`src/design/s7so_pkg.sv`:
```
// ----------------------------------------------------------------------------
// s7so_pkg
// shared types, widths and the segment table for the score display driver
// ----------------------------------------------------------------------------
package s7so_pkg;

    localparam int SCORE_W = 16;
    localparam int POS_W   = 5;
    localparam int SEG_W   = 8;
    localparam int BCD_W   = 4;
    localparam int CNT_W   = $clog2(SCORE_W + 1);

    typedef logic [BCD_W-1:0] t_digit;
    typedef logic [SEG_W-1:0] t_seg;

    // control shared by every digit cell
    typedef struct packed {
        logic clear;
        logic shift;
    } t_cell_ctl;

    // common-cathode pattern, bit 7 = segment a, bit 0 = decimal point
    function automatic t_seg seg_of(input t_digit d);
        t_seg s;
        case (d)
            4'd0:    s = 8'b1111_1100;
            4'd1:    s = 8'b0110_0000;
            4'd2:    s = 8'b1101_1010;
            4'd3:    s = 8'b1111_0010;
            4'd4:    s = 8'b0110_0110;
            4'd5:    s = 8'b1011_0110;
            4'd6:    s = 8'b1011_1110;
            4'd7:    s = 8'b1110_0000;
            4'd8:    s = 8'b1111_1110;
            4'd9:    s = 8'b1111_0110;
            default: s = 8'b0000_0000;
        endcase
        return s;
    endfunction

endpackage

```
`src/design/s7so_bcd_cell.sv`:
```
// ----------------------------------------------------------------------------
// s7so_bcd_cell
// one decimal digit of the shift-and-add-three chain, with blanking
// ----------------------------------------------------------------------------
module s7so_bcd_cell (
    input  logic                 i_clk,
    input  s7so_pkg::t_cell_ctl  i_ctl,
    input  logic                 i_shift_in,
    input  logic                 i_blank_in,
    input  logic                 i_force_show,
    output logic                 o_carry,
    output logic                 o_blank_out,
    output s7so_pkg::t_seg       o_segments
);
    import s7so_pkg::*;

    t_digit r_digit;
    t_digit n_digit;
    t_digit w_adj;

    // add three before the shift when the digit would overflow past nine
    assign w_adj   = (r_digit >= t_digit'(5)) ? t_digit'(r_digit + t_digit'(3)) : r_digit;
    assign o_carry = w_adj[BCD_W-1];

    always_comb begin
        n_digit = r_digit;
        if (i_ctl.clear) begin
            n_digit = '0;
        end else if (i_ctl.shift) begin
            n_digit = {w_adj[BCD_W-2:0], i_shift_in};
        end
    end

    always_ff @(posedge i_clk) begin
        r_digit <= n_digit;
    end

    // blank while this digit and every digit above it are zero
    assign o_blank_out = i_blank_in && (r_digit == '0);
    assign o_segments  = (o_blank_out && !i_force_show) ? '0 : seg_of(r_digit);

endmodule

```
`src/design/s7so_serialiser.sv`:
```
// ----------------------------------------------------------------------------
// s7so_serialiser
// shifts the segment bytes out one bit per item, latch on the final bit
// ----------------------------------------------------------------------------
module s7so_serialiser #(
    parameter int NUM_DIGITS = 4
) (
    input  logic                        i_clk,
    input  logic                        i_rst_n,
    input  logic                        i_load,
    input  logic [NUM_DIGITS*8-1:0]     i_data,
    input  logic                        i_stall,
    output logic                        o_free,
    output logic                        o_valid,
    output logic                        o_serial_bit,
    output logic [s7so_pkg::POS_W-1:0]  o_bit_position,
    output logic                        o_latch
);
    import s7so_pkg::*;

    localparam int RUN_LEN = NUM_DIGITS * SEG_W;
    localparam int RUN_W   = $clog2(RUN_LEN);
    localparam int EXT_W   = (RUN_W > POS_W) ? RUN_W : POS_W;

    logic [RUN_LEN-1:0] r_shift;
    logic [RUN_LEN-1:0] n_shift;
    logic [RUN_W-1:0]   r_cnt;
    logic [RUN_W-1:0]   n_cnt;
    logic               r_valid;
    logic               n_valid;
    logic               w_accept;
    logic               w_last;
    logic [EXT_W-1:0]   w_pos_ext;

    assign w_accept = r_valid && !i_stall;
    assign w_last   = (r_cnt == RUN_W'(RUN_LEN - 1));
    assign o_free   = !r_valid || (w_accept && w_last);

    always_comb begin
        n_shift = r_shift;
        n_cnt   = r_cnt;
        n_valid = r_valid;
        if (i_load) begin
            n_shift = i_data;
            n_cnt   = '0;
            n_valid = 1'b1;
        end else if (w_accept) begin
            if (w_last) begin
                n_valid = 1'b0;
            end else begin
                n_shift = {1'b0, r_shift[RUN_LEN-1:1]};
                n_cnt   = RUN_W'(r_cnt + 1'b1);
            end
        end
    end

    always_ff @(posedge i_clk) begin
        if (!i_rst_n) begin
            r_valid <= 1'b0;
            r_cnt   <= '0;
        end else begin
            r_valid <= n_valid;
            r_cnt   <= n_cnt;
        end
        r_shift <= n_shift;
    end

    // position wraps within its five bits on longer runs
    assign w_pos_ext      = EXT_W'(r_cnt);
    assign o_valid        = r_valid;
    assign o_serial_bit   = r_shift[0];
    assign o_bit_position = w_pos_ext[POS_W-1:0];
    assign o_latch        = w_last;

endmodule

```
`src/design/score_to_seven_segment_shift_out_core.sv`:
```
// ----------------------------------------------------------------------------
// score_to_seven_segment_shift_out_core
// score to seven-segment bytes, shifted out for a chain of shift registers
// ----------------------------------------------------------------------------
// usage
//   input channel: one item is a 16-bit score on i_score, taken when i_valid
//   is high and o_stall is low. output channel: one item is one shift clock,
//   o_serial_bit with o_bit_position, taken when o_valid is high and i_stall
//   low. o_latch marks the last bit of a run, the register clock follows it.
//   each score gives NUM_DIGITS*8 output items, units byte first, lsb first.
//   conversion: the digit cell chain takes one score bit per cycle, then
//   the bytes are handed to the serialiser and its first bit shows.
//   throughput: set by the serial port (one bit a cycle while the
//   receiver does not stall) or by the digit cell chain, whichever is
//   slower. a new score converts while the previous run is still
//   shifting out.
//   reset: synchronous, active low; both channels go idle and no stale run
//   is shown. a stalling receiver holds the current bit; the converted
//   digits then wait and o_stall stays high until the run has moved on.
// ----------------------------------------------------------------------------
module score_to_seven_segment_shift_out_core #(
    parameter int NUM_DIGITS = 4
) (
    input  logic                          i_clk,
    input  logic                          i_rst_n,
    input  logic                          i_valid,
    output logic                          o_stall,
    input  logic [s7so_pkg::SCORE_W-1:0]  i_score,
    output logic                          o_valid,
    input  logic                          i_stall,
    output logic                          o_serial_bit,
    output logic [s7so_pkg::POS_W-1:0]    o_bit_position,
    output logic                          o_latch
);
    import s7so_pkg::*;

    // converter states
    localparam logic [1:0] ST_IDLE = 2'd0;
    localparam logic [1:0] ST_BUSY = 2'd1;
    localparam logic [1:0] ST_DONE = 2'd2;

    logic [1:0]               r_state;
    logic [1:0]               n_state;
    logic [SCORE_W-1:0]       r_bin;
    logic [SCORE_W-1:0]       n_bin;
    logic [CNT_W-1:0]         r_left;
    logic [CNT_W-1:0]         n_left;

    logic                     w_take;
    logic                     w_load;
    logic                     w_free;
    t_cell_ctl                w_ctl;
    logic [NUM_DIGITS:0]      w_carry;
    logic [NUM_DIGITS:0]      w_blank;
    logic [NUM_DIGITS*8-1:0]  w_bytes;

    assign o_stall = (r_state != ST_IDLE);
    assign w_take  = i_valid && !o_stall;
    // hand the bytes over as soon as the serialiser can start a new run
    assign w_load  = (r_state == ST_DONE) && w_free;

    always_comb begin
        n_state = r_state;
        n_bin   = r_bin;
        n_left  = r_left;
        case (r_state)
            ST_IDLE: begin
                if (w_take) begin
                    n_state = ST_BUSY;
                    n_bin   = i_score;
                    n_left  = CNT_W'(SCORE_W);
                end
            end
            ST_BUSY: begin
                n_bin  = {r_bin[SCORE_W-2:0], 1'b0};
                n_left = CNT_W'(r_left - 1'b1);
                if (r_left == CNT_W'(1)) begin
                    n_state = ST_DONE;
                end
            end
            ST_DONE: begin
                if (w_load) begin
                    n_state = ST_IDLE;
                end
            end
            default: begin
                n_state = ST_IDLE;
            end
        endcase
    end

    always_ff @(posedge i_clk) begin
        if (!i_rst_n) begin
            r_state <= ST_IDLE;
            r_left  <= '0;
        end else begin
            r_state <= n_state;
            r_left  <= n_left;
        end
        r_bin <= n_bin;
    end

    // digits clear on the take, then shift once per score bit
    assign w_ctl.clear = w_take;
    assign w_ctl.shift = (r_state == ST_BUSY);

    // score enters the units cell msb first; carries ripple upward and the
    // top cell's carry falls off, which is the wrap modulo 10^NUM_DIGITS
    assign w_carry[0]          = r_bin[SCORE_W-1];
    // nothing above the top digit, so blanking starts there
    assign w_blank[NUM_DIGITS] = 1'b1;

    for (genvar k = 0; k < NUM_DIGITS; k++) begin : g_cell
        logic w_blank_out;
        s7so_bcd_cell u_cell (
            .i_clk        (i_clk),
            .i_ctl        (w_ctl),
            .i_shift_in   (w_carry[k]),
            .i_blank_in   (w_blank[k+1]),
            .i_force_show (k == 0),
            .o_carry      (w_carry[k+1]),
            .o_blank_out  (w_blank_out),
            .o_segments   (w_bytes[k*SEG_W +: SEG_W])
        );
        assign w_blank[k] = w_blank_out;
    end

    // units byte sits at the low end so it leaves first
    s7so_serialiser #(
        .NUM_DIGITS (NUM_DIGITS)
    ) u_ser (
        .i_clk          (i_clk),
        .i_rst_n        (i_rst_n),
        .i_load         (w_load),
        .i_data         (w_bytes),
        .i_stall        (i_stall),
        .o_free         (w_free),
        .o_valid        (o_valid),
        .o_serial_bit   (o_serial_bit),
        .o_bit_position (o_bit_position),
        .o_latch        (o_latch)
    );

endmodule

```
`config.mk`:
```
export PLATFORM = sky130hd
export DESIGN_NAME = score_to_seven_segment_shift_out_core
export DESIGN_NICKNAME = d
export VERILOG_FILES = /design/src/design/s7so_pkg.sv /design/src/design/s7so_bcd_cell.sv /design/src/design/s7so_serialiser.sv /design/src/design/score_to_seven_segment_shift_out_core.sv
export SDC_FILE = /design/constraint.sdc
export NUM_CORES = 1
export LEC_CHECK = 0
export BUFFER_PORTS_ARGS = -buffer_cell sky130_fd_sc_hd__buf_2
export CAP_MARGIN = 0
export CORE_MARGIN = 5
export CORE_UTILIZATION = 38
export DETAILED_ROUTE_END_ITERATION = 10
export GPL_TIMING_DRIVEN = 0
export HOLD_SLACK_MARGIN = 0.02
export PLACE_DENSITY_LB_ADDON = 0.2
export SYNTH_ARGS = -nofsm -noshare
export SYNTH_HDL_FRONTEND = slang
export SYNTH_SLANG_ARGS = --single-unit
export TNS_END_PERCENT = 50
```
`constraint.sdc`:
```
create_clock -name i_clk -period 6.2 [get_ports i_clk]
set_input_delay 0.62 -clock i_clk [delete_from_list [all_inputs] [get_ports i_clk]]
set_output_delay 0.62 -clock i_clk [all_outputs]
set_load 0.02 [all_outputs]
```
Yosys cells after proc, flatten, opt, wreduce, memory -nomap -nowiden
Memory sizes are Yosys's and may differ from the RTL's. A register that Yosys moved wholly into a read port is not among the register bits.
Cells that the tools add are included.
{"block": "totals", "regBits": 77, "rom_bits": 448, "input_bits": 20, "out_inout_bits": 9, "wordCells": 87, "memories": 4}
{"name": "(no name shown)", "words": 16, "word_bits": 7, "read_ports": 1, "rd_clocked_by_memory_dff": 1, "wr": 0, "line_no": "s7so_pkg.sv:25", "text": "case (d)"}
{"name": "(no name shown)", "words": 16, "word_bits": 7, "read_ports": 1, "rd_clocked_by_memory_dff": 1, "wr": 0, "line_no": "s7so_pkg.sv:25"}
{"name": "(no name shown)", "words": 16, "word_bits": 7, "read_ports": 1, "rd_clocked_by_memory_dff": 1, "wr": 0, "line_no": "s7so_pkg.sv:25"}
{"name": "(no name shown)", "words": 16, "word_bits": 7, "read_ports": 1, "rd_clocked_by_memory_dff": 1, "wr": 0, "line_no": "s7so_pkg.sv:25"}
{"block": "classes", "addsub": 6, "n_lt_le_gt_ge": 4, "eq_ne": 8, "muxes": 29, "bitwise": 2, "reduce_logical": 24}
{"cell": "$mux W32", "count": 3}
{"cell": "$mux W4", "count": 11}
{"cell": "$pmux W16 S2", "count": 1}
{"cell": "$mux W8", "count": 3}
{"cell": "$ge A4 B3 Y1 const B", "count": 4}
{"cell": "$mux W16", "count": 1}
{"cell": "$add A4 B2 Y4 const B", "count": 3}
{"cell": "$logic_not A4 Y1", "count": 3}
{"cell": "$pmux W5 S2", "count": 1}
{"cell": "$reduce_and A2 Y1", "count": 4}
{"cell": "$reduce_bool A2 Y1", "count": 4}
{"cell": "$logic_and A1 B1 Y1", "count": 6}
{"cell": "$mux W2", "count": 3}
{"cell": "$pmux W2 S3", "count": 1}
{"cell": "$add A5 B1 Y5 const B", "count": 1}
{"cell": "$eq A5 B1 Y1 const B", "count": 1}
{"cell": "$eq A5 B5 Y1 const B", "count": 1}
{"cell": "$mux W5", "count": 1}
{"cell": "$sub A5 B1 Y5 const B", "count": 1}
{"cell": "$ne A2 B1 Y1 const B", "count": 2}
{"cell": "$ne A2 B2 Y1 const B", "count": 2}
{"cell": "$add A3 B2 Y3 const B", "count": 1}
{"cell": "$logic_not A1 Y1", "count": 3}
{"cell": "$mux W1", "count": 3}
{"cell": "other kinds (8)", "count": 9}

Longest topological paths before layout
Gate-level depths: netlist (run 1).
{"block": "logic_depth", "word_depth": 7, "mapped_depth": 11, "depth_no_buf": 9}

Cells and area by module
From an unflattened synthesis (run 1), not the netlist that was laid out.
{"block": "hier_totals", "hier_cells": 561, "area_unflattened_um2": 5846.9}
{"module": "s7so_serialiser", "instances": 1, "cells_each": 97, "area_each_um2": 1631.6, "seq_area_each_um2": 1081.0}
{"module": "s7so_bcd_cell (g_cell[1].u_cell ...)", "instances": 2, "cells_each": 90, "area_each_um2": 757.0, "seq_area_each_um2": 220.2}
{"module": "score_to_seven_segment_shift_out_core", "instances": 1, "cells_each": 113, "area_each_um2": 1181.1, "seq_area_each_um2": 620.6}
{"module": "s7so_bcd_cell (g_cell[2].u_cell)", "instances": 1, "cells_each": 89, "area_each_um2": 782.0, "seq_area_each_um2": 220.2}
{"module": "s7so_bcd_cell (g_cell[0].u_cell)", "instances": 1, "cells_each": 82, "area_each_um2": 738.2, "seq_area_each_um2": 220.2}

Worst setup path after synthesis (run 1)
No wires, ideal clock.
{"block": "synth_path", "path_kind": "register to register", "from": "register u_ser.r_cnt[0], in the netlist u_ser.o_bit_position[0]", "to": "register u_ser.r_shift[0], enable pin", "setup_time_ps": 389, "t_arrival_ps": 2549, "t_required_ps": 5811, "path_slack_ps": 3261, "stages_incl_launch_ff": 9, "path_buffers": 1, "period_less_slack_ps": 2939, "path_cell_list": "dfxtp_1 > ha_1 > and3_1 > ha_1 > inv_1 > o21ai_1 > nand3_1 > clkbuf_1 > nand2_1"}
{"block": "synth_between", "elab_chain_cells": 6, "elab_cells_between_ends": 7, "cone_classes": "eq/ne: 2; reduce/logical: 5"}
{"element": "from (decl)", "line_no": "s7so_serialiser.sv:27", "text": "logic [RUN_W-1:0] r_cnt;"}
{"element": "from (signal assigned)", "line_no": "s7so_serialiser.sv:63", "text": "r_cnt <= n_cnt;"}
{"element": "$eq A5 B5 Y1 *", "line_no": "s7so_serialiser.sv:36", "text": "assign w_last = (r_cnt == RUN_W'(RUN_LEN - 1));"}
{"element": "named net o_latch", "line_no": "score_to_seven_segment_shift_out_core.sv:33", "text": "output logic o_latch"}
{"element": "$logic_and A1 B1 Y1", "line_no": "s7so_serialiser.sv:37", "text": "assign o_free = !r_valid || (w_accept && w_last);"}
{"element": "$logic_or A1 B1 Y1", "line_no": "s7so_serialiser.sv:37"}
{"element": "$logic_and A1 B1 Y1", "line_no": "score_to_seven_segment_shift_out_core.sv:60", "text": "assign w_load = (r_state == ST_DONE) && w_free;"}
{"element": "$ne A2 B1 Y1 (no line) / $reduce_bool A2 Y1 (equally long branches)"}
{"element": "$reduce_and A2 Y1 (no line) *"}
{"element": "to (signal assigned)", "line_no": "s7so_serialiser.sv:65", "text": "r_shift <= n_shift;"}
{"element": "to (decl)", "line_no": "s7so_serialiser.sv:25", "text": "logic [RUN_LEN-1:0] r_shift;"}
Mark *: on every way through the listed nets, which the timed path passes. The rest lies on a longest branch.
A chain may end at the register's enable or synchronous reset.

Worst setup path after layout (run 1)
{"block": "layout_path", "from": "register u_ser.r_cnt[0], in the netlist u_ser.o_bit_position[0]", "to": "register u_ser.r_shift[11], enable pin"}
{"block": "layout_between", "elab_chain_cells": 6, "elab_cells_between_ends": 7, "cone_classes": "eq/ne: 2; reduce/logical: 5"}
{"element": "$eq A5 B5 Y1 *", "line_no": "s7so_serialiser.sv:36"}
{"element": "$logic_and A1 B1 Y1", "line_no": "s7so_serialiser.sv:37"}
{"element": "$logic_or A1 B1 Y1", "line_no": "s7so_serialiser.sv:37"}
{"element": "$logic_and A1 B1 Y1", "line_no": "score_to_seven_segment_shift_out_core.sv:60"}
{"element": "$ne A2 B1 Y1 (no line) / $reduce_bool A2 Y1 (equally long branches)"}
{"element": "$reduce_and A2 Y1 (no line) *"}
Mark *: on every way between the ends. The rest lies on a longest branch, timed or not.

==> results of run 1 <==
area by class of cell:
type | instances | area (um2) | area share
clock buffer | 9 | 225.2 | 0.03888
inverter | 32 | 120.1 | 0.02073
sequential | 105 | 2582 | 0.4458
tap | 176 | 220.2 | 0.03801
buffer | 25 | 130.1 | 0.02246
clock inverter | 7 | 92.59 | 0.01598
timing repair buffer | 28 | 140.1 | 0.02419
multi-input combinational | 312 | 2282 | 0.3940
worst paths after layout:
check	from	to	slack [ps]
setup / recovery	u_ser.o_bit_position[0]$_SDFFE_PP0P_	u_ser.r_shift[11]$_DFFE_PP_	3070
setup reg to reg	u_ser.o_bit_position[0]$_SDFFE_PP0P_	u_ser.r_shift[11]$_DFFE_PP_	3070
hold / removal	r_bin[15]$_DFFE_PP_	g_cell[0].u_cell.r_digit[0]$_SDFFE_PP0N_	470
hold reg to reg	r_bin[15]$_DFFE_PP_	g_cell[0].u_cell.r_digit[0]$_SDFFE_PP0N_	470
report_power, final:
part / switching (W) / internal, W
Sequential: 0.0000190 / 0.000773
Combinational: 0.000110 / 0.0000708
Clock: 0.000252 / 0.000354
Total: 0.000381 / 0.00120
stage by stage:
stage | util | hold WS (ps)
after floorplan | - | 433.6
after global placement | 0.4133 | 455.8
after detailed placement | 0.4133 | 456.7
after CTS | 0.4373 | 471.6
after global routing | 0.4375 | 508.9
final | 0.4375 | 466.8
routing by layer:
layer,vias up,part of all wire,track usage
met1,1643,0.49,0.1726
met4,0,0.018,0.04732
met3,12,0.024,0.03726
met5,-,0,0
met2,22,0.47,0.2041
li1,1781,-,-
Yosys cell counts (3+ instances only):
master,number
nand2_1,75
dfxtp_1,57
edfxtp_1,48
ha_1,38
inv_1,21
a22o_1,20
nor2_1,18
o22ai_1,18
clkbuf_1,13
inv_2,11
mux2_2,10
mux2i_1,10
and2_1,9
o21ai_1,9
buf_2,8
nand2b_1,8
nand3_1,8
o21ai_0,7
a21oi_1,6
nor2b_1,6
o41ai_1,6
xnor2_1,5
o211ai_1,4
o22a_1,4
a2111o_1,3
a32o_1,3
a32oi_1,3
and4_1,3
buf_6,3
nor3_4,3
o311a_1,3
cell families (layout without fill, tap and decap cells):
| logic type | count (synthesis) | count (layout) |
|---|---|---|
| simple gates | 143 | 143 |
| flops | 105 | 105 |
| compound gates | 103 | 103 |
| buf+inv | 57 | 101 |
| fa+ha+maj | 38 | 38 |
| mux | 21 | 21 |
| xor+xnor | 7 | 7 |
critical path, delay by kind of cell (launching register included):
kind                     cells  cell delay, ps
AO/OA/AOI/OAI                1             240
adder cells (fa/ha/maj)      2             380
buffers and inverters        2             470
flip-flops                   1             410
AND/OR/NAND/NOR              3            1230
==> impl_metrics.ini, run 1 <==
[cts]
cts_htree_levels = 3
clockBufferDepth = 2
clock-sinks = 105
cts_made_buffers = 9
clkLatencyLatePin_ps = 350
path_clk_slew_ps = 70
post_cts_buffers = 0
cts-resized-gates = 0
root_buffer = clkbuf_16
cts_tree = yes
ctsHoldBuffers = 0

[yosys]
synth_edf_count = 48
synth_xor_area_frac = 0.01199
synth_compound_gate_area_share = 0.1566
synthArstFlopShare = 0
synth_top_family_by_area = compound AO/OA/AOI/OAI gates
synth_area_leaders = edfxtp_1 28%, dfxtp_1 22%, ha_1 9.3%
yosysWarnings = 0
yosys_register_bits = 105
synth_fa_ha_area_frac = 0.09300
synth_flop_cell = dfxtp_1
syn_inst = 474
yosysUniqueCellTypes = 59
synth_top_area_frac = 0.2819
avgSynthCellArea_um2 = 10.79
synth-simple-area-share = 0.1397
yosysSeqAreaShare = 0.5051
syn_area_um2 = 5112
syn_nets = 532
synthMuxAreaShare = 0.04454
synth_area_leader_cell = edfxtp_1

[critical_path]
cp.required_ps = 6180
path_cells = ha_1 > and3_1 > ha_1 > inv_1 > o21ai_1 > nand3_1 > clkbuf_1 > nand2_2
crit_path_end_kind = flop
worst_path_most_repeated_cell = ha_1
worstSetupPathType = reg2reg
cp_data_arrival_time_ps = 3120
crit_path_start_kind = flop
cp_max_fo = 32
slowest_delay_ps = 640
rr_worst_depth = 8
crit_path_top_delay_cell = nand2_2

[die]
start_util = 0.3861
die_x_um = 126.0
ios = 29
core.rowCount = 42
core_area_um2 = 13240
die_height_um = 126.0
die_area_um2 = 15870

[timing]
setup_viol = 0
hold_viol = 0
period_share = 0.5055
fin_crit_ps = 3134
fin_skew_ps = 5.978
drv_slew = 0
worst_slack_ps = 3066
timing.fmax_mhz = 319.1
worst_pin_slew_ps = 949.5
slew_headroom = 0.3587
rsz0062_at_grt = no
setup-tns-final_ps = 0

[placement]
place_area_um2 = 5473
io_buffers = 28
place_inst = 678
gp_congestion = 0.8000
hpwl_um = 6857
pre_cts_ws_ps = 2499

[worst_hold_path]
min_path_type = reg2reg
whs_path_depth = 2

[final_layout]
final_cell_mix = 74 x nand2_1, 57 x dfxtp_1, 48 x edfxtp_1
nets = 571
finish.instance_area_um2 = 5793
fin_cells = 694
n_antenna_cell = 0
drive_gt1_frac = 0.1737
area_delta_synth_final_pct = 13.31
fillers = 1261
final_common_cell = nand2_1

[grt]
grt_max_degree = 33
grt_pass1_wl_um = 16570
antenna_found_initial = 0
grt_overflow = 0
grt_pass1_vias = 3400
grt_util_all_layers = 0.1304

[status]
status = finished clean

[power]
power_density_nw_per_um2 = 272.5
leakage_nw = 2.343
ir_drop_mv = 0.1782
p_total_w = 0.001579

[detailed_routing]
first_pass_iters = 4
drt_iter0_drc = 213
finalWirelength_um = 9678
routedWlPerCell_um = 13.95
drc = 0
vias_per_cell = 4.983
antenna_left = 0
route.vias.total = 3458

[flow_run]
drv_cap = 0
(Power assumes the default switching activity.)
==> run 2, diff against run 1 <==
==> constraint.sdc (replaced) <==
create_clock -name i_clk -period 2.69 [get_ports i_clk]
set_input_delay 0.269 -clock i_clk [delete_from_list [all_inputs] [get_ports i_clk]]
set_output_delay 0.269 -clock i_clk [all_outputs]
set_load 0.02 [all_outputs]
==> run 2 against run 1 <==
Net effect: maximum frequency up 25%; clock power up 100%; first-iteration DRC count fell by 16%; die area unchanged; setup slack worse by 2900 ps; critical path depth did not move; sequential share of layout area is 0.29 points lower; routed wire length grew 5.7%; global-route usage up 0.083 points; cell area rose by 0.65%; critical path type unchanged; critical endpoint is now u_ser.r_shift[6]$_DFFE_PP_; highest routed layer unchanged.
==> impl_metrics.ini, run 2 (synthesis results as in run 1) <==
[critical_path]
crit_path_start_kind = flop
cp_max_fo = 10
worstSetupPathType = reg2reg
path_cells = ha_1 > and3_1 > ha_1 > inv_1 > o21ai_1 > nand3_2 > clkbuf_2 > mux2_2
crit_path_end_kind = flop
rr_worst_depth = 8
crit_path_top_delay_cell = dfxtp_1
cp_data_arrival_time_ps = 2600
worst-path-buf-inv = 2
regToRegStartpoint = u_ser.o_bit_position[0]$_SDFFE_PP0P_
worst_path_most_repeated_cell = ha_1
cp_top_family = simple AND/OR/NAND/NOR gates
cp.required_ps = 2790
slowest_delay_ps = 390
path_depth = 8
reg2reg_to = u_ser.r_shift[6]$_DFFE_PP_
rrSetupSlack_ps = 190

[die]
die_area_um2 = 15870
die_x_um = 126.0
start_util = 0.3861
die_height_um = 126.0
core_area_um2 = 13240
ios = 29
core.rowCount = 42

[final_layout]
final_common_cell = nand2_1
area_delta_synth_final_pct = 14.05
fillers = 1276
drive_gt1_frac = 0.1908
fin_cells = 695
final_cell_mix = 74 x nand2_1, 57 x dfxtp_1, 48 x edfxtp_1
nets = 572
finish.instance_area_um2 = 5831
finish.utilization = 0.4403
n_antenna_cell = 0

[detailed_routing]
antenna_left = 0
drc = 0
finalWirelength_um = 10230
vias_per_cell = 5.039
drt_iter0_drc = 179
routedWlPerCell_um = 14.72
first_pass_iters = 4
route.vias.total = 3502

[timing]
setup-tns-final_ps = 0
slew_headroom = 0.4705
drv_slew = 0
hold_viol = 0
timing.fmax_mhz = 399.9
fin_crit_ps = 2501
period_share = 0.9296
worst_pin_slew_ps = 774.2
whs_ps = 178.3
fin_skew_ps = 11.37
setup_viol = 0

[grt]
grt_pass1_vias = 3436
grt_max_degree = 33
grt_overflow = 0
grt_util_all_layers = 0.1312
antenna_found_initial = 0
grt_pass1_wl_um = 16910

[placement]
gp_congestion = 0.7683
hpwl_um = 7074
place_area_um2 = 5475
io_buffers = 28
place_inst = 678

[cts]
clock-sinks = 105
cts_tree = yes
cts_htree_levels = 3
cts_made_buffers = 9
clockBufferDepth = 2
clkLatencyLatePin_ps = 350
ctsHoldBuffers = 0
path_clk_slew_ps = 70
root_buffer = clkbuf_16

[flow_run]
drv_cap = 0

[power]
power_density_nw_per_um2 = 600.1
seqPwrFrac = 0.522
power_frac_clock = 0.354
switchingPower_w = 0.0008916
power_frac_comb = 0.124
p_sw_frac = 0.2548
ir_drop_mv = 0.3742
leakage_nw = 2.338
p_int_w = 0.002607

[worst_hold_path]
whs_path_depth = 3
hp-start = i_score[1]
min_to = r_bin[1]$_DFFE_PP_
min_path_type = in2reg

[status]
status = finished clean
run 2: metrics by stage:
step | power [W] | worst slack, ps
final | 0.003499 | 189.4
after global routing | 0.003677 | -6.433
after CTS | 0.003549 | -104.8
after detailed placement | 0.002286 | -481.2
after global placement | 0.002268 | -409.7
after floorplan | 0.002164 | 41.84
run 2: per-layer routing:
layer / global-route usage / vias to the layer above / routed length (um)
met2: 0.2075 / 32 / 4791
met5: 0 / - / 0
met4: 0.04479 / 0 / 150
li1: - / 1788 / -
met1: 0.1748 / 1669 / 5015
met3: 0.03472 / 13 / 274
run 2: worst max path at each step:
stage	end	start	slack [ps]
finish	u_ser.r_shift[6]$_DFFE_PP_	u_ser.o_bit_position[0]$_SDFFE_PP0P_	190
global route	u_ser.r_shift[6]$_DFFE_PP_	u_ser.o_bit_position[0]$_SDFFE_PP0P_	-6
CTS	g_cell[0].u_cell.o_segments[2]$_DFF_P_	r_state[0]$_SDFFE_PN0P_	-100
detailed placement	u_ser.r_shift[5]$_DFFE_PP_	u_ser.o_bit_position[0]$_SDFFE_PP0P_	-480
global placement	u_ser.r_shift[4]$_DFFE_PP_	u_ser.o_bit_position[0]$_SDFFE_PP0P_	-410
floorplan	u_ser.r_shift[0]$_SDFFCE_PP0P_	u_ser.o_bit_position[0]$_SDFFE_PP0P_	40
run 2: area by class of cell:
cell class,instances,area (um2),area share
flip-flops and latches,105,2582,0.4429
well taps,176,220.2,0.03777
clock buffers,11,242.7,0.04163
repair inverters,1,5.005,0.0008584
plain buffers,25,132.6,0.02275
inverters,32,123.9,0.02124
clock inverters,5,40.04,0.006867
multi-input cells,312,2344,0.4019
repair buffers,28,140.1,0.02403
run 2: timing repair:
action,CTS,global route
cloned,0,1
endpoints found under the setup margin,39,74
buffers inserted,0,0
gates resized for setup,5,8
run 2: power groups by stage:
stage	combinational [W]	clock [W]	sequential [W]
after CTS	0.000426	0.00130	0.00183
after global placement	0.000408	0	0.00186
after detailed placement	0.000424	0	0.00186
after global routing	0.000490	0.00135	0.00184
after floorplan	0.000316	0	0.00185
final	0.000433	0.00124	0.00183
run 2: tightest hold or removal path: stages:
cell and delay [ps]:
buf_2 70, nand2_1 40, nand2_1 50
==> run 3, diff against run 2 <==
--- a/config.mk
+++ b/config.mk
@@ -8,7 +8,7 @@
 export BUFFER_PORTS_ARGS = -buffer_cell sky130_fd_sc_hd__buf_2
 export CAP_MARGIN = 0
 export CORE_MARGIN = 5
-export CORE_UTILIZATION = 38
+export CORE_UTILIZATION = 50
 export DETAILED_ROUTE_END_ITERATION = 10
 export GPL_TIMING_DRIVEN = 0
 export HOLD_SLACK_MARGIN = 0.02
@@ -16,4 +16,3 @@
 export SYNTH_ARGS = -nofsm -noshare
 export SYNTH_HDL_FRONTEND = slang
 export SYNTH_SLANG_ARGS = --single-unit
-export TNS_END_PERCENT = 50
==> run 3 against run 2 <==
Net effect: maximum frequency decreased by 4.6%; setup slack got worse by 120 ps; count of clock-buffer cells in the layout grew 3; sequential share of layout area up 1.5 points; critical path type unchanged; worst hold slack worse by 25 ps; via count up 0.91%; utilization is 12 points higher; largest cell class unchanged.
==> impl_metrics.ini, run 3 (synthesis results as in run 1) <==
[detailed_routing]
first_pass_iters = 4
antenna_left = 0
drc = 0
route.vias.total = 3534
drt_iter0_drc = 154
vias_per_cell = 5.404
finalWirelength_um = 9980
routedWlPerCell_um = 15.26

[grt]
grt_overflow = 0
grt_pass1_wl_um = 16930
grt_pass1_vias = 3499
grt_max_degree = 33
antenna_found_initial = 0
grt_util_all_layers = 0.1672

[worst_hold_path]
min_path_type = in2reg
min_to = r_bin[12]$_DFFE_PP_
hp-start = i_score[12]
whs_path_depth = 3

[critical_path]
cp.required_ps = 2950
cp_data_arrival_time_ps = 2880
rr_worst_depth = 8
crit_path_start_kind = flop
cp_max_fo = 10
worstSetupPathType = reg2reg
crit_path_end_kind = flop
rrSetupSlack_ps = 70
regToRegStartpoint = r_state[0]$_SDFFE_PN0P_

[flow_run]
drv_cap = 0

[timing]
slew_headroom = 0.3728
worst_slack_ps = 68.92
drv_slew = 0
period_share = 0.9744
setup_viol = 0
whs_ps = 152.9
worst_pin_slew_ps = 928.7
fin_skew_ps = 7.289
hold_viol = 0
timing.fmax_mhz = 381.5
rsz0062_at_grt = yes
fin_crit_ps = 2621

[die]
core.rowCount = 37
die_area_um2 = 12350
die_x_um = 111.1
die_height_um = 111.1
start_util = 0.5043
core_area_um2 = 10140
ios = 29

[cts]
clockBufferDepth = 2
clock-sinks = 105
cts_made_buffers = 9
root_buffer = clkbuf_8
cts_tree = yes
clkLatencyLatePin_ps = 380
path_clk_slew_ps = 90
cts_htree_levels = 3

[power]
power_density_nw_per_um2 = 550.1
leakage_nw = 2.272
ir_drop_mv = 0.3091

[placement]
io_buffers = 28
pre_cts_ws_ps = -594.1
hpwl_um = 6861
place_area_um2 = 5425
gp_congestion = 0.8602

[final_layout]
finish.instance_area_um2 = 5644
final_cell_mix = 74 x nand2_1, 57 x dfxtp_1, 48 x edfxtp_1
area_delta_synth_final_pct = 10.40
final_common_cell = nand2_1
fillers = 912
nets = 572
n_antenna_cell = 0
drive_gt1_frac = 0.1776

[status]
status = finished clean
run 3: changes by cell type in the layout (fill, tap and decap cells not counted), sizes merged:
cell,change
inv,-1
clkbuf,+3
clkinvlp,-3
run 3: critical path, cell delays in order, from the launching register on:
cell	delay (ps)
dfxtp_1	330
buf_4	220
nand2b_4	110
clkbuf_1	270
o41ai_1	910
inv_2	150
ha_1	260
mux2i_1	140
o22ai_1	100
run 3: layout make-up:
class / instances / area, um2 / share of cell area
Clock inverter: 1 / 3.754 / 0.0006650
Inverter: 32 / 123.9 / 0.02195
Sequential cell: 105 / 2582 / 0.4575
Timing Repair Buffer: 28 / 140.1 / 0.02483
Tap cell: 136 / 170.2 / 0.03015
Buffer: 25 / 132.6 / 0.02350
Timing Repair inverter: 1 / 5.005 / 0.0008867
Multi-Input combinational cell: 312 / 2333 / 0.4134
Clock buffer: 14 / 152.6 / 0.02704
run 3: power by group:
part / switching (W) / leakage [nW] / internal, W
combinational: 0.000258 / 1.28 / 0.000167
sequential: 0.0000438 / 0.915 / 0.00178
clock: 0.000498 / 0.0782 / 0.000357
run 3: worst max-delay path by stage:
stage	endpoint	slack, ps	start	cells past startpoint
after floorplan	u_ser.r_shift[0]$_SDFFCE_PP0P_	40	u_ser.o_bit_position[0]$_SDFFE_PP0P_	8
after CTS	flop	70	r_state[0]$_SDFFE_PN0P_	8
final	flop	70	r_state[0]$_SDFFE_PN0P_	8
after detailed placement	u_ser.r_shift[15]$_DFFE_PP_	-590	u_ser.o_bit_position[0]$_SDFFE_PP0P_	8
after global routing	flop	-10	r_state[0]$_SDFFE_PN0P_	8
after global placement	u_ser.r_shift[16]$_SDFFCE_PP0P_	-500	u_ser.o_bit_position[0]$_SDFFE_PP0P_	8
run 3: what timing repair did:
action / CTS / global route
gates cloned: 1 / 0
buffers inserted: 0 / 0
endpoints found under the setup margin: 55 / 61
hold buffers: 0 / 0
endpoints found under the hold margin: 0 / 0
resized for setup: 7 / 6
run 3: through the flow:
stage               cells  setup TNS [ps]    util  total power [W]
global placement      638          -16720  0.5351         0.002258
CTS                   654               0  0.5542         0.003125
detailed placement    638          -20350  0.5351         0.002276
floorplan             474               0       -         0.002164
finish                654               0  0.5567         0.003105
global route          654          -24.58  0.5567         0.003259
run 3: routing by layer:
| metal | track usage | vias to the layer above | share of wire |
|---|---|---|---|
| li1 | - | 1786 | - |
| met5 | 0 | - | 0 |
| met4 | 0.06569 | 0 | 0.018 |
| met2 | 0.2787 | 56 | 0.48 |
| met3 | 0.04039 | 13 | 0.039 |
| met1 | 0.2094 | 1679 | 0.46 |
